## config.mk

```make
export PLATFORM = sky130hd
export DESIGN_NAME = usb_bulk_only_transport_device
export DESIGN_NICKNAME = d
export VERILOG_FILES = /design/src/sv/ubot_pkg.sv /design/src/sv/ubot_front.sv /design/src/sv/ubot_back.sv /design/src/sv/usb_bulk_only_transport_device.sv
export SDC_FILE = /design/constraint.sdc
export NUM_CORES = 1
export LEC_CHECK = 0
export BUFFER_PORTS_ARGS = -buffer_cell sky130_fd_sc_hd__buf_2
export CORE_ASPECT_RATIO = 1.5
export CORE_MARGIN = 4
export CORE_UTILIZATION = 41
export DETAILED_ROUTE_END_ITERATION = 10
export PLACE_DENSITY = 0.61
export SLEW_MARGIN = 20
export SYNTH_ARGS = -nofsm -noshare
export SYNTH_HDL_FRONTEND = slang
export SYNTH_HIERARCHICAL = 1
export SYNTH_SLANG_ARGS = --single-unit
```

## constraint.sdc

```tcl
create_clock -name i_clk -period 12.73 [get_ports i_clk]
set_input_delay 2.546 -clock i_clk [delete_from_list [all_inputs] [get_ports i_clk]]
set_output_delay 2.546 -clock i_clk [all_outputs]
set_load 0.005 [all_outputs]
```

## src/sv/ubot_pkg.sv

```systemverilog
package ubot_pkg;

    localparam int MAX_PACKET_DEF = 64;
    localparam logic [31:0] CBW_SIG = 32'h43425355;
    localparam logic [6:0] CBW_LEN = 7'd31;
    localparam logic [6:0] CSW_LEN = 7'd13;

    localparam logic [2:0] REQ_OUT   = 3'd0;
    localparam logic [2:0] REQ_IN    = 3'd1;
    localparam logic [2:0] REQ_READY = 3'd2;
    localparam logic [2:0] REQ_DONE  = 3'd3;
    localparam logic [2:0] REQ_RESET = 3'd4;

    localparam logic [1:0] M_CBW  = 2'd0;
    localparam logic [1:0] M_DOUT = 2'd1;
    localparam logic [1:0] M_DIN  = 2'd2;
    localparam logic [1:0] M_CSW  = 2'd3;

    localparam logic [2:0] R_NONE  = 3'd0;
    localparam logic [2:0] R_ACC   = 3'd1;
    localparam logic [2:0] R_STALL = 3'd2;
    localparam logic [2:0] R_DEFER = 3'd3;
    localparam logic [2:0] R_DONE  = 3'd4;

    localparam logic [1:0] DREQ_NONE  = 2'd0;
    localparam logic [1:0] DREQ_READ  = 2'd1;
    localparam logic [1:0] DREQ_WRITE = 2'd2;

    typedef struct packed {
        logic [2:0]  req_type;
        logic [3:0]  endpoint;
        logic [6:0]  pkt_len;
        logic [31:0] cbw_signature;
        logic [31:0] cbw_tag;
        logic [31:0] cbw_transfer_len;
        logic        cbw_dir_in;
        logic [3:0]  cbw_lun;
        logic [31:0] scsi_arg;
    } t_in;

    typedef struct packed {
        logic [2:0]  resp_code;
        logic [6:0]  byte_count;
        logic [6:0]  copy_count;
        logic [6:0]  zero_fill_count;
        logic        csw_valid;
        logic [31:0] csw_tag;
        logic [31:0] csw_residue;
        logic        csw_status;
        logic        cmd_issue;
        logic [1:0]  data_req;
        logic [3:0]  req_lun;
        logic [1:0]  mode_now;
    } t_out;

    // classified event handed from front to back
    typedef struct packed {
        t_in  item;
        logic pkt_ok;   // endpoint and size fit the packet type
        logic cbw_ok;   // length and signature of a CBW
        logic bad_type;
    } t_evt;

endpackage

```

## src/sv/ubot_front.sv

```systemverilog
module ubot_front #(
    parameter int MAX_PACKET = ubot_pkg::MAX_PACKET_DEF
) (
    input  logic            i_clk,
    input  logic            i_rst_n,
    input  logic            i_valid,
    output logic            o_stall,
    input  ubot_pkg::t_in   i_data,
    output logic            o_valid,
    input  logic            i_stall,
    output ubot_pkg::t_evt  o_evt
);
    // two-entry queue
    ubot_pkg::t_evt r_q [2];
    logic       r_wp, r_rp;
    logic [1:0] r_cnt;
    ubot_pkg::t_evt w_evt;
    logic w_push, w_pop;

    always_comb begin
        w_evt.item = i_data;
        w_evt.pkt_ok = (i_data.pkt_len <= 7'(MAX_PACKET > 127 ? 127 : MAX_PACKET))
            && ((i_data.req_type == ubot_pkg::REQ_OUT && i_data.endpoint == 4'd2)
             || (i_data.req_type == ubot_pkg::REQ_IN && i_data.endpoint == 4'd1));
        w_evt.cbw_ok = i_data.pkt_len == ubot_pkg::CBW_LEN
            && i_data.cbw_signature == ubot_pkg::CBW_SIG;
        w_evt.bad_type = i_data.req_type > ubot_pkg::REQ_RESET;
    end

    assign o_stall = r_cnt == 2'd2;
    assign w_push = i_valid && !o_stall;
    assign o_valid = r_cnt != 2'd0;
    assign w_pop = o_valid && !i_stall;
    assign o_evt = r_q[r_rp];

    always_ff @(posedge i_clk) begin
        if (w_push) r_q[r_wp] <= w_evt;
        if (!i_rst_n) begin
            r_wp <= 1'b0;
            r_rp <= 1'b0;
            r_cnt <= 2'd0;
        end else begin
            if (w_push) r_wp <= ~r_wp;
            if (w_pop) r_rp <= ~r_rp;
            r_cnt <= r_cnt + 2'(w_push) - 2'(w_pop);
        end
    end
endmodule

```

## src/sv/ubot_back.sv

```systemverilog
module ubot_back (
    input  logic            i_clk,
    input  logic            i_rst_n,
    input  logic            i_valid,
    output logic            o_stall,
    input  ubot_pkg::t_evt  i_evt,
    output logic            o_valid,
    input  logic            i_stall,
    output ubot_pkg::t_out  o_data
);
    logic [1:0]  r_mode, n_mode;
    logic [31:0] r_tag, n_tag, r_rem, n_rem, r_res, n_res, r_chunk, n_chunk;
    logic        r_fail, n_fail, r_pend, n_pend;
    logic [6:0]  r_pleft, n_pleft;
    logic        r_ovalid;
    ubot_pkg::t_out r_out, w_o;
    logic w_take;
    ubot_pkg::t_in it;

    assign it = i_evt.item;
    assign o_stall = r_ovalid && i_stall;
    assign w_take = i_valid && !o_stall;
    assign o_valid = r_ovalid;
    assign o_data = r_out;

    always_comb begin
        logic [6:0]  len, n;
        logic        mv;
        w_o = '0;
        w_o.resp_code = ubot_pkg::R_STALL;
        n_mode = r_mode; n_tag = r_tag; n_rem = r_rem; n_res = r_res;
        n_chunk = r_chunk; n_fail = r_fail; n_pend = r_pend; n_pleft = r_pleft;
        len = it.pkt_len;
        mv = 1'b0;
        if (it.req_type == ubot_pkg::REQ_IN && r_mode == ubot_pkg::M_DIN
                && {25'd0, len} > r_rem)
            len = r_rem[6:0];
        // move_chunk source length
        n = (it.req_type == ubot_pkg::REQ_READY) ? r_pleft : len;
        case (it.req_type)
            ubot_pkg::REQ_OUT: begin
                if (i_evt.pkt_ok) begin
                    if (r_mode == ubot_pkg::M_CBW) begin
                        if (i_evt.cbw_ok) begin
                            n_tag = it.cbw_tag;
                            n_rem = it.cbw_transfer_len;
                            n_mode = (it.cbw_transfer_len == 32'd0) ? ubot_pkg::M_CSW :
                                     it.cbw_dir_in ? ubot_pkg::M_DIN : ubot_pkg::M_DOUT;
                            n_res = '0;
                            w_o.cmd_issue = 1'b1;
                            w_o.req_lun = it.cbw_lun;
                            if (n_mode == ubot_pkg::M_DIN) w_o.data_req = ubot_pkg::DREQ_READ;
                            else if (n_mode == ubot_pkg::M_DOUT)
                                w_o.data_req = ubot_pkg::DREQ_WRITE;
                            w_o.resp_code = ubot_pkg::R_ACC;
                            w_o.byte_count = len;
                        end
                    end else if (r_mode == ubot_pkg::M_DOUT
                            && {25'd0, len} <= r_rem) begin
                        mv = 1'b1;
                    end
                end
            end
            ubot_pkg::REQ_IN: begin
                if (i_evt.pkt_ok) begin
                    if (r_mode == ubot_pkg::M_DOUT) begin
                        if (r_rem == 32'd0 && len >= ubot_pkg::CSW_LEN) begin
                            n_pend = 1'b1;
                            w_o.resp_code = ubot_pkg::R_DEFER;
                        end
                    end else if (r_mode == ubot_pkg::M_CSW) begin
                        w_o.resp_code = ubot_pkg::R_ACC;
                        if (len >= ubot_pkg::CSW_LEN) begin
                            w_o.csw_valid = 1'b1;
                            w_o.csw_tag = r_tag;
                            w_o.csw_residue = r_res;
                            w_o.csw_status = r_fail;
                            n_mode = ubot_pkg::M_CBW;
                            w_o.byte_count = ubot_pkg::CSW_LEN;
                        end
                    end else if (r_mode == ubot_pkg::M_DIN) begin
                        mv = 1'b1;
                    end
                end
            end
            ubot_pkg::REQ_READY: begin
                w_o.resp_code = ubot_pkg::R_NONE;
                n_chunk = it.scsi_arg;
                if (r_pend) begin
                    if ({25'd0, n} > n_chunk) n = n_chunk[6:0];
                    w_o.copy_count = n;
                    n_pleft = r_pleft - n;
                    n_chunk = n_chunk - {25'd0, n};
                    n_rem = r_rem - {25'd0, n};
                    if (n_chunk == 32'd0) begin
                        if (r_mode == ubot_pkg::M_DIN) w_o.data_req = ubot_pkg::DREQ_READ;
                        else if (r_mode == ubot_pkg::M_DOUT)
                            w_o.data_req = ubot_pkg::DREQ_WRITE;
                    end
                    if (n_pleft == 7'd0) begin
                        n_pend = 1'b0;
                        w_o.resp_code = ubot_pkg::R_DONE;
                    end
                end
            end
            ubot_pkg::REQ_DONE: begin
                w_o.resp_code = ubot_pkg::R_NONE;
                n_res = r_rem;
                n_fail = it.scsi_arg != 32'd0;
                if (r_pend) begin
                    if (r_rem == 32'd0 && r_mode == ubot_pkg::M_DOUT) begin
                        // status wrapper carries the residue and status just latched
                        w_o.csw_valid = 1'b1;
                        w_o.csw_tag = r_tag;
                        w_o.csw_residue = n_res;
                        w_o.csw_status = n_fail;
                        n_mode = ubot_pkg::M_CBW;
                        w_o.byte_count = ubot_pkg::CSW_LEN;
                    end else begin
                        if (r_rem != 32'd0) begin
                            n_rem = r_rem - {25'd0, r_pleft};
                            if (r_mode == ubot_pkg::M_DIN) w_o.zero_fill_count = r_pleft;
                            n_pleft = '0;
                        end
                        if (n_rem == 32'd0) n_mode = ubot_pkg::M_CSW;
                    end
                    n_pend = 1'b0;
                    w_o.resp_code = ubot_pkg::R_DONE;
                end else if (r_rem == 32'd0) begin
                    n_mode = ubot_pkg::M_CSW;
                end
            end
            ubot_pkg::REQ_RESET: begin
                w_o.resp_code = ubot_pkg::R_NONE;
                n_mode = ubot_pkg::M_CBW;
            end
            default: ;
        endcase
        if (mv) begin
            // data_packet
            n_pleft = len;
            if (r_chunk != 32'd0) begin
                if ({25'd0, n} > r_chunk) n = r_chunk[6:0];
                w_o.copy_count = n;
                n_pleft = len - n;
                n_chunk = r_chunk - {25'd0, n};
                n_rem = r_rem - {25'd0, n};
                if (n_chunk == 32'd0) begin
                    if (r_mode == ubot_pkg::M_DIN) w_o.data_req = ubot_pkg::DREQ_READ;
                    else w_o.data_req = ubot_pkg::DREQ_WRITE;
                end
            end
            if (r_res != 32'd0 && n_pleft != 7'd0) begin
                n_rem = n_rem - {25'd0, n_pleft};
                if (it.req_type == ubot_pkg::REQ_IN) w_o.zero_fill_count = n_pleft;
                if (n_rem == 32'd0) n_mode = ubot_pkg::M_CSW;
                n_pleft = '0;
            end
            if (n_pleft != 7'd0) begin
                n_pend = 1'b1;
                w_o.resp_code = ubot_pkg::R_DEFER;
            end else begin
                w_o.resp_code = ubot_pkg::R_ACC;
                w_o.byte_count = len;
            end
        end
        w_o.mode_now = n_mode;
    end

    always_ff @(posedge i_clk) begin
        if (w_take) r_out <= w_o;
        if (!i_rst_n) begin
            r_ovalid <= 1'b0;
            r_mode <= ubot_pkg::M_CBW;
            r_tag <= '0; r_rem <= '0; r_res <= '0; r_chunk <= '0;
            r_fail <= 1'b0; r_pend <= 1'b0; r_pleft <= '0;
        end else begin
            if (w_take) begin
                r_ovalid <= 1'b1;
                r_mode <= n_mode; r_tag <= n_tag; r_rem <= n_rem; r_res <= n_res;
                r_chunk <= n_chunk; r_fail <= n_fail; r_pend <= n_pend;
                r_pleft <= n_pleft;
            end else if (!i_stall) begin
                r_ovalid <= 1'b0;
            end
        end
    end
endmodule

```

## src/sv/usb_bulk_only_transport_device.sv

```systemverilog
// channel  direction  valid    stall    payload
// event    in         i_valid  o_stall  i_data (ubot_pkg::t_in)
// result   out        o_valid  i_stall  o_data (ubot_pkg::t_out)
//
// One event per cycle while o_stall is low; an accepted event's result passes through
// the front queue, then the back end's output register.
// Reset is synchronous and clears mode and all transport state.
// A two-entry queue lets the front keep taking events while the result stalls.
module usb_bulk_only_transport_device #(
    parameter int MAX_PACKET = ubot_pkg::MAX_PACKET_DEF
) (
    input  logic           i_clk,
    input  logic           i_rst_n,
    input  logic           i_valid,
    output logic           o_stall,
    input  ubot_pkg::t_in  i_data,
    output logic           o_valid,
    input  logic           i_stall,
    output ubot_pkg::t_out o_data
);
    logic q_valid, q_stall;
    ubot_pkg::t_evt q_evt;

    ubot_front #(.MAX_PACKET(MAX_PACKET)) u_front (
        .i_clk, .i_rst_n, .i_valid, .o_stall, .i_data,
        .o_valid(q_valid), .i_stall(q_stall), .o_evt(q_evt)
    );

    ubot_back u_back (
        .i_clk, .i_rst_n, .i_valid(q_valid), .o_stall(q_stall), .i_evt(q_evt),
        .o_valid, .i_stall, .o_data
    );
endmodule

```

==> results of run 1 <==
## cells in the final DEF (no fill, tap or decap), drive strengths merged, types with 17 or more instances in the layout
| master | count |
|---|---|
| nand4 | 33 |
| o31ai | 21 |
| nor2b | 19 |
| o22ai | 30 |
| o211ai | 35 |
| inv | 97 |
| nand2 | 284 |
| or4 | 17 |
| nor4 | 69 |
| dfxtp | 145 |
| xnor2 | 96 |
| buf | 334 |
| a31oi | 38 |
| or2 | 17 |
| xor2 | 51 |
| nor2 | 246 |
| and2 | 85 |
| edfxtp | 325 |
| and3 | 25 |
| mux2i | 36 |
| or3 | 31 |
| a21oi | 234 |
| o21ai | 177 |
| nor3 | 89 |
| a21o | 27 |
| mux2 | 118 |
| o21a | 17 |
| a211oi | 50 |
| nand3 | 92 |
| nand2b | 30 |
| ha | 72 |
| clkbuf | 60 |
## layout make-up
class,count,area share (%)
multi-input cells,2261,45.6
clock buffers,60,3.97
well taps,900,3.47
flip-flops and latches,470,39.1
diodes,3,0.0232
repair buffers,334,5.80
clock inverters,29,1.01
inverters,93,1.11
## state kept, by name (all words and copies together), names as in the netlist, named ones only
| name | flops |
|---|---|
| u_back/r_rem | 32 |
| u_back/r_pleft | 7 |
| u_front/r_q | 226 |
| u_front/r_cnt | 2 |
| u_back/r_tag | 32 |
| u_back/o_valid | 1 |
| u_front/r_rp | 1 |
| u_front/r_wp | 1 |
| u_back/r_res | 32 |
| u_back/r_pend | 1 |
| u_back/r_chunk | 32 |
| u_back/r_mode | 2 |
| u_back/r_fail | 1 |
| u_back/o_data | 99 |
## path summary, 6_finish.rpt
kind	end	slack, ns
worst min register to register	u_back/r_tag[10]	0.45
worst max-delay path	u_back/r_mode[0]	0.77
worst max register to register	u_back/r_mode[0]	0.77
worst min-delay path	u_back/r_tag[10]	0.45
## repair_timing
item	CTS	global route
gates resized for setup	0	2
endpoints found under the hold margin	0	0
setup endpoints to repair	0	4
## worst max-delay path, delay by kind of cell (launching register included)
family / cells / cell delay [ns]
AOI/OAI and AO/OA: 17 / 4.10
xor gates and xnor gates: 2 / 0.27
and+or+nand+nor: 15 / 3.94
DFF: 1 / 0.67
muxes: 1 / 0.12
buffers and inverters: 8 / 1.41
adders and majority gates: 5 / 1.37
## stage by stage
| step | area [um^2] | instances | hold slack, ns |
|---|---|---|---|
| floorplan | 28600 | 3028 | 0.432 |
| global placement | 30800 | 4058 | 0.438 |
| detailed placement | 30800 | 4058 | 0.442 |
| CTS | 32400 | 4147 | 0.451 |
| global route | 32400 | 4150 | 0.465 |
| finish | 32400 | 4150 | 0.450 |
## per-layer routing
metal	track usage (%)	vias to the layer above	part of all wire, %
li1	-	11641	-
met1	27.3	12099	33
met2	48.9	1062	51
met3	3.57	457	4.9
met4	23.9	4	11
met5	0	-	0.013
==> flow_metrics.tcl, run 1 <==
set metrics [dict create \
    synth_nets 3256 \
    coreArea_um2 69100 \
    clock_skew_ns 0.0291 \
    syn_inst 3028 \
    rows 118 \
    post-place-ws_ns 0.923 \
    dp_hpwl_um 77800 \
    cp-end-kind "flip-flop" \
    r2r_start "u_back/r_rem[4]" \
    clock_sinks 470 \
    maxCapViolCount 0 \
    vias 25263 \
    cts_tree "done" \
    track_usage_pct 27.2 \
    gp_congestion 1.00 \
    cts_max_level 2 \
    drive_gt1_share_pct 18.5 \
    worstSetupStartpoint "u_back/r_rem[4]" \
    setup_viol 0 \
    die_x_um 224 \
    slew_viol_final 0 \
    root_buffer "clkbuf_16" \
    ioPinCount 252 \
    status "completed" \
    grt.overflow.total 0 \
    period_minus_slack_ns 11.96 \
    postRouteWirelength_um 105000 \
    first_pass_iters 8 \
    hold_class "flip-flop to flip-flop" \
    max_freq_ghz 0.0836 \
    insertion_delay_ns 0.62 \
    cp_slowest_cell "dfxtp_1" \
    postCtsSetupRepairBufs 0 \
    syn_area_um2 28600 \
    crit_type "flip-flop to flip-flop" \
    fin_crit_sh_pct 93.9 \
    post-route-drc-count 0 \
    dieHeight_um 331 \
    worst_r2r_path_depth 48 \
    worstMarginPinSlew_ns 1.22 \
    start_util_pct 41.3 \
    critPathArrivalTime_ns 12.51 \
    synth.avg_cell_area_um2 9.43 \
    max_stage_delay_ns 0.67 \
    fin_ws_ns 0.772 \
    area_growth_syn_to_layout_pct 13.5 \
    start_kind "flip-flop" \
    synth_warnings 6 \
    hold_depth 2 \
    grt_max_degree 86 \
    max_slew_margin_pct 17.6 \
    fin_util_pct 46.9 \
    clk_path_buf_depth 3 \
    regArea_um2 12700 \
    cts_hold_buf 0 \
    cts_made_buffers 48 \
    tns_ns 0 \
    fillCellCount 6747 \
    nets 3436 \
    min_from "u_back/r_tag[10]" \
    die_area_um2 74100 \
    port_buffers 251 \
    drt_iter0_drc 2083 \
    grt_pass1_vias 25147 \
    multiInputGateArea_um2 14800 \
    vias_per_cell 6.09 \
    postRouteAntennaNets 0 \
    path_common_cell "a21oi_1" \
    rsz0062_at_grt "false" \
    cp_max_fo 18 \
    detail_route.wl_per_cell_um 25.2 \
    clk_pin_slew_ns 0.07 \
    grt_antenna_before_repair 5 \
    worstPathRequired_ns 13.28 \
    grt_pass1_wl_um 155000 \
    hold_viol 0 \
]
Power of run 1 is left out: the tool's default activity adds up to more than one toggle a clock period on the data nets, which glitch-free logic cannot reach.
==> run 2: changes to the inputs <==
--- a/config.mk
+++ b/config.mk
@@ -5,6 +5,7 @@
 export SDC_FILE = /design/constraint.sdc
 export NUM_CORES = 1
 export LEC_CHECK = 0
+export ABC_AREA = 1
 export BUFFER_PORTS_ARGS = -buffer_cell sky130_fd_sc_hd__buf_2
 export CORE_ASPECT_RATIO = 1.5
 export CORE_MARGIN = 4
==> run 2 against run 1 <==
  * Routed wire length increased by 0.50%
  * Sequential share of layout area decreased by 0.65 points
  * Via count increased by 2.4%
  * First-iteration DRC count about the same
  * Clock skew increased by 0.023 ns
  * Setup slack improved by 1.9 ns
  * Non-clock buffer count decreased by 37
  * Synthesized cell count increased by 15%
  * Flip-flop and latch count unchanged
  * Fmax increased by 19%
  * Register-to-register slack improved by 1.9 ns
==> flow_metrics.tcl, run 2 <==
set metrics [dict create \
    rsz0062_at_grt "false" \
    start_kind "flip-flop" \
    postRouteAntennaNets 0 \
    post-place-ws_ns 2.85 \
    ioPinCount 252 \
    grtUsageMet1_pct 27.5 \
    cp_max_fo 42 \
    status "completed" \
    grt_antenna_before_repair 7 \
    dp_hpwl_um 79200 \
    clock_skew_ns 0.0523 \
    rows 119 \
    nets 3904 \
    worstMarginPinSlew_ns 1.25 \
    max_stage_delay_ns 0.81 \
    die_area_um2 76100 \
    post-route-drc-count 0 \
    clk_path_buf_depth 3 \
    grt_max_degree 77 \
    cts_made_buffers 49 \
    track_usage_pct 26.7 \
    cts_hold_buf 0 \
    worstPathRequired_ns 13.29 \
    vias 25876 \
    globalRouteMet2Util_pct 48.3 \
    critPathArrivalTime_ns 10.63 \
    maxCapViolCount 0 \
    hold_class "flip-flop to flip-flop" \
    mostFrequentLayoutCell "nand2_1" \
    use_met3_pct 3.55 \
    cts_tree "done" \
    grt.overflow.total 0 \
    period_minus_slack_ns 10.07 \
    dieHeight_um 336 \
    insertion_delay_ns 0.65 \
    fin_ws_ns 2.66 \
    postRouteWirelength_um 105000 \
    top_register "u_front/r_q" \
    grt_pass1_wl_um 154000 \
    r2r-end "u_back/r_mode[0]" \
    drive_gt1_share_pct 18.2 \
    gp_congestion 1.01 \
    top_usage_layer "met2" \
    tns_ns 0 \
    crit_type "flip-flop to flip-flop" \
    fin_cells 4626 \
    final_cell_mix "nand2_1 (586), inv_1 (368), nor2_1 (348), edfxtp_1 (325), o21ai_0 (267)" \
    min_from "u_front/r_rp" \
    synth_warnings 6 \
    setup_viol 0 \
    cts_max_level 2 \
    coreArea_um2 70600 \
    root_buffer "clkbuf_16" \
    cts.repair.resized 0 \
    path_common_cell "nand2_1" \
    postCtsSetupRepairBufs 0 \
    syn_area_um2 29400 \
    synth.avg_cell_area_um2 8.42 \
    syn_inst 3487 \
    die_x_um 227 \
    worst_r2r_path_depth 67 \
    detail_route.wl_per_cell_um 22.7 \
    grt_pass1_vias 25159 \
    area_growth_syn_to_layout_pct 12.3 \
    max_slew_margin_pct 15.8 \
    clk_pin_slew_ns 0.07 \
    first_pass_iters 6 \
    placed_cells 4532 \
    max_freq_ghz 0.0993 \
    fin_crit_sh_pct 79.1 \
    rrSetupSlack_ns 2.66 \
    hold_depth 1 \
    cp-end-kind "flip-flop" \
    fin_util_pct 46.7 \
    start_util_pct 41.6 \
    vias_per_cell 5.59 \
    hold_viol 0 \
    synth_nets 3715 \
    clock_sinks 470 \
    port_buffers 251 \
    cp_slowest_cell "dfxtp_4" \
    drt_iter0_drc 2082 \
    largest_reg_flops 226 \
    slew_viol_final 0 \
]
==> run 2: area by class of cell <==
cell class	count	area, um^2
Clock buffer	66	1330
Tap cell	907	1130
Sequential cell	470	12700
Fill cell	7024	37600
Antenna cell	2	5.00
Clock inverter	26	255
Inverter	396	1490
Multi-Input combinational cell	2462	14500
Timing Repair Buffer	297	1600
==> run 2: how the worst max path moves through the flow <==
stage / from / endpoint / slack [ns] / depth (start not counted)
after floorplan: flip-flop / u_back/r_mode[0] / 4.49 / 72
after global placement: flip-flop / u_back/r_mode[1] / 2.87 / 58
after detailed placement: flip-flop / u_back/r_mode[0] / 2.85 / 57
after CTS: flip-flop / u_back/r_mode[0] / 2.79 / 57
after global routing: flip-flop / u_back/r_mode[1] / 1.50 / 59
final: flip-flop / u_back/r_mode[0] / 2.66 / 67
==> run 2: through the flow <==
stage / area (um^2) / hold WS, ns
3_3_place_gp: 31400 / 0.435
6_report: 33000 / 0.451
3_5_place_dp: 31400 / 0.437
5_1_grt: 33000 / 0.466
4_1_cts: 33000 / 0.449
2_1_floorplan: 29400 / 0.425
==> run 2: routing by layer <==
layer / wire, um / vias to the layer above
met1: 36300 / 12133
met3: 5240 / 391
met4: 10500 / 10
met2: 53100 / 954
li1: - / 12388
met5: 59 / -
==> run 2: worst max-delay path: cells and delay by family (launching register included) <==
family                     cells  cell delay (ns)
and+or+nand+nor               44             5.08
buffers and inverters         13             1.82
adders and majority gates      4             1.03
DFF                            1             0.81
AOI/OAI and AO/OA              4             0.59
muxes                          1             0.47
xor gates and xnor gates       1             0.16
Power of run 2 is left out for the same reason.
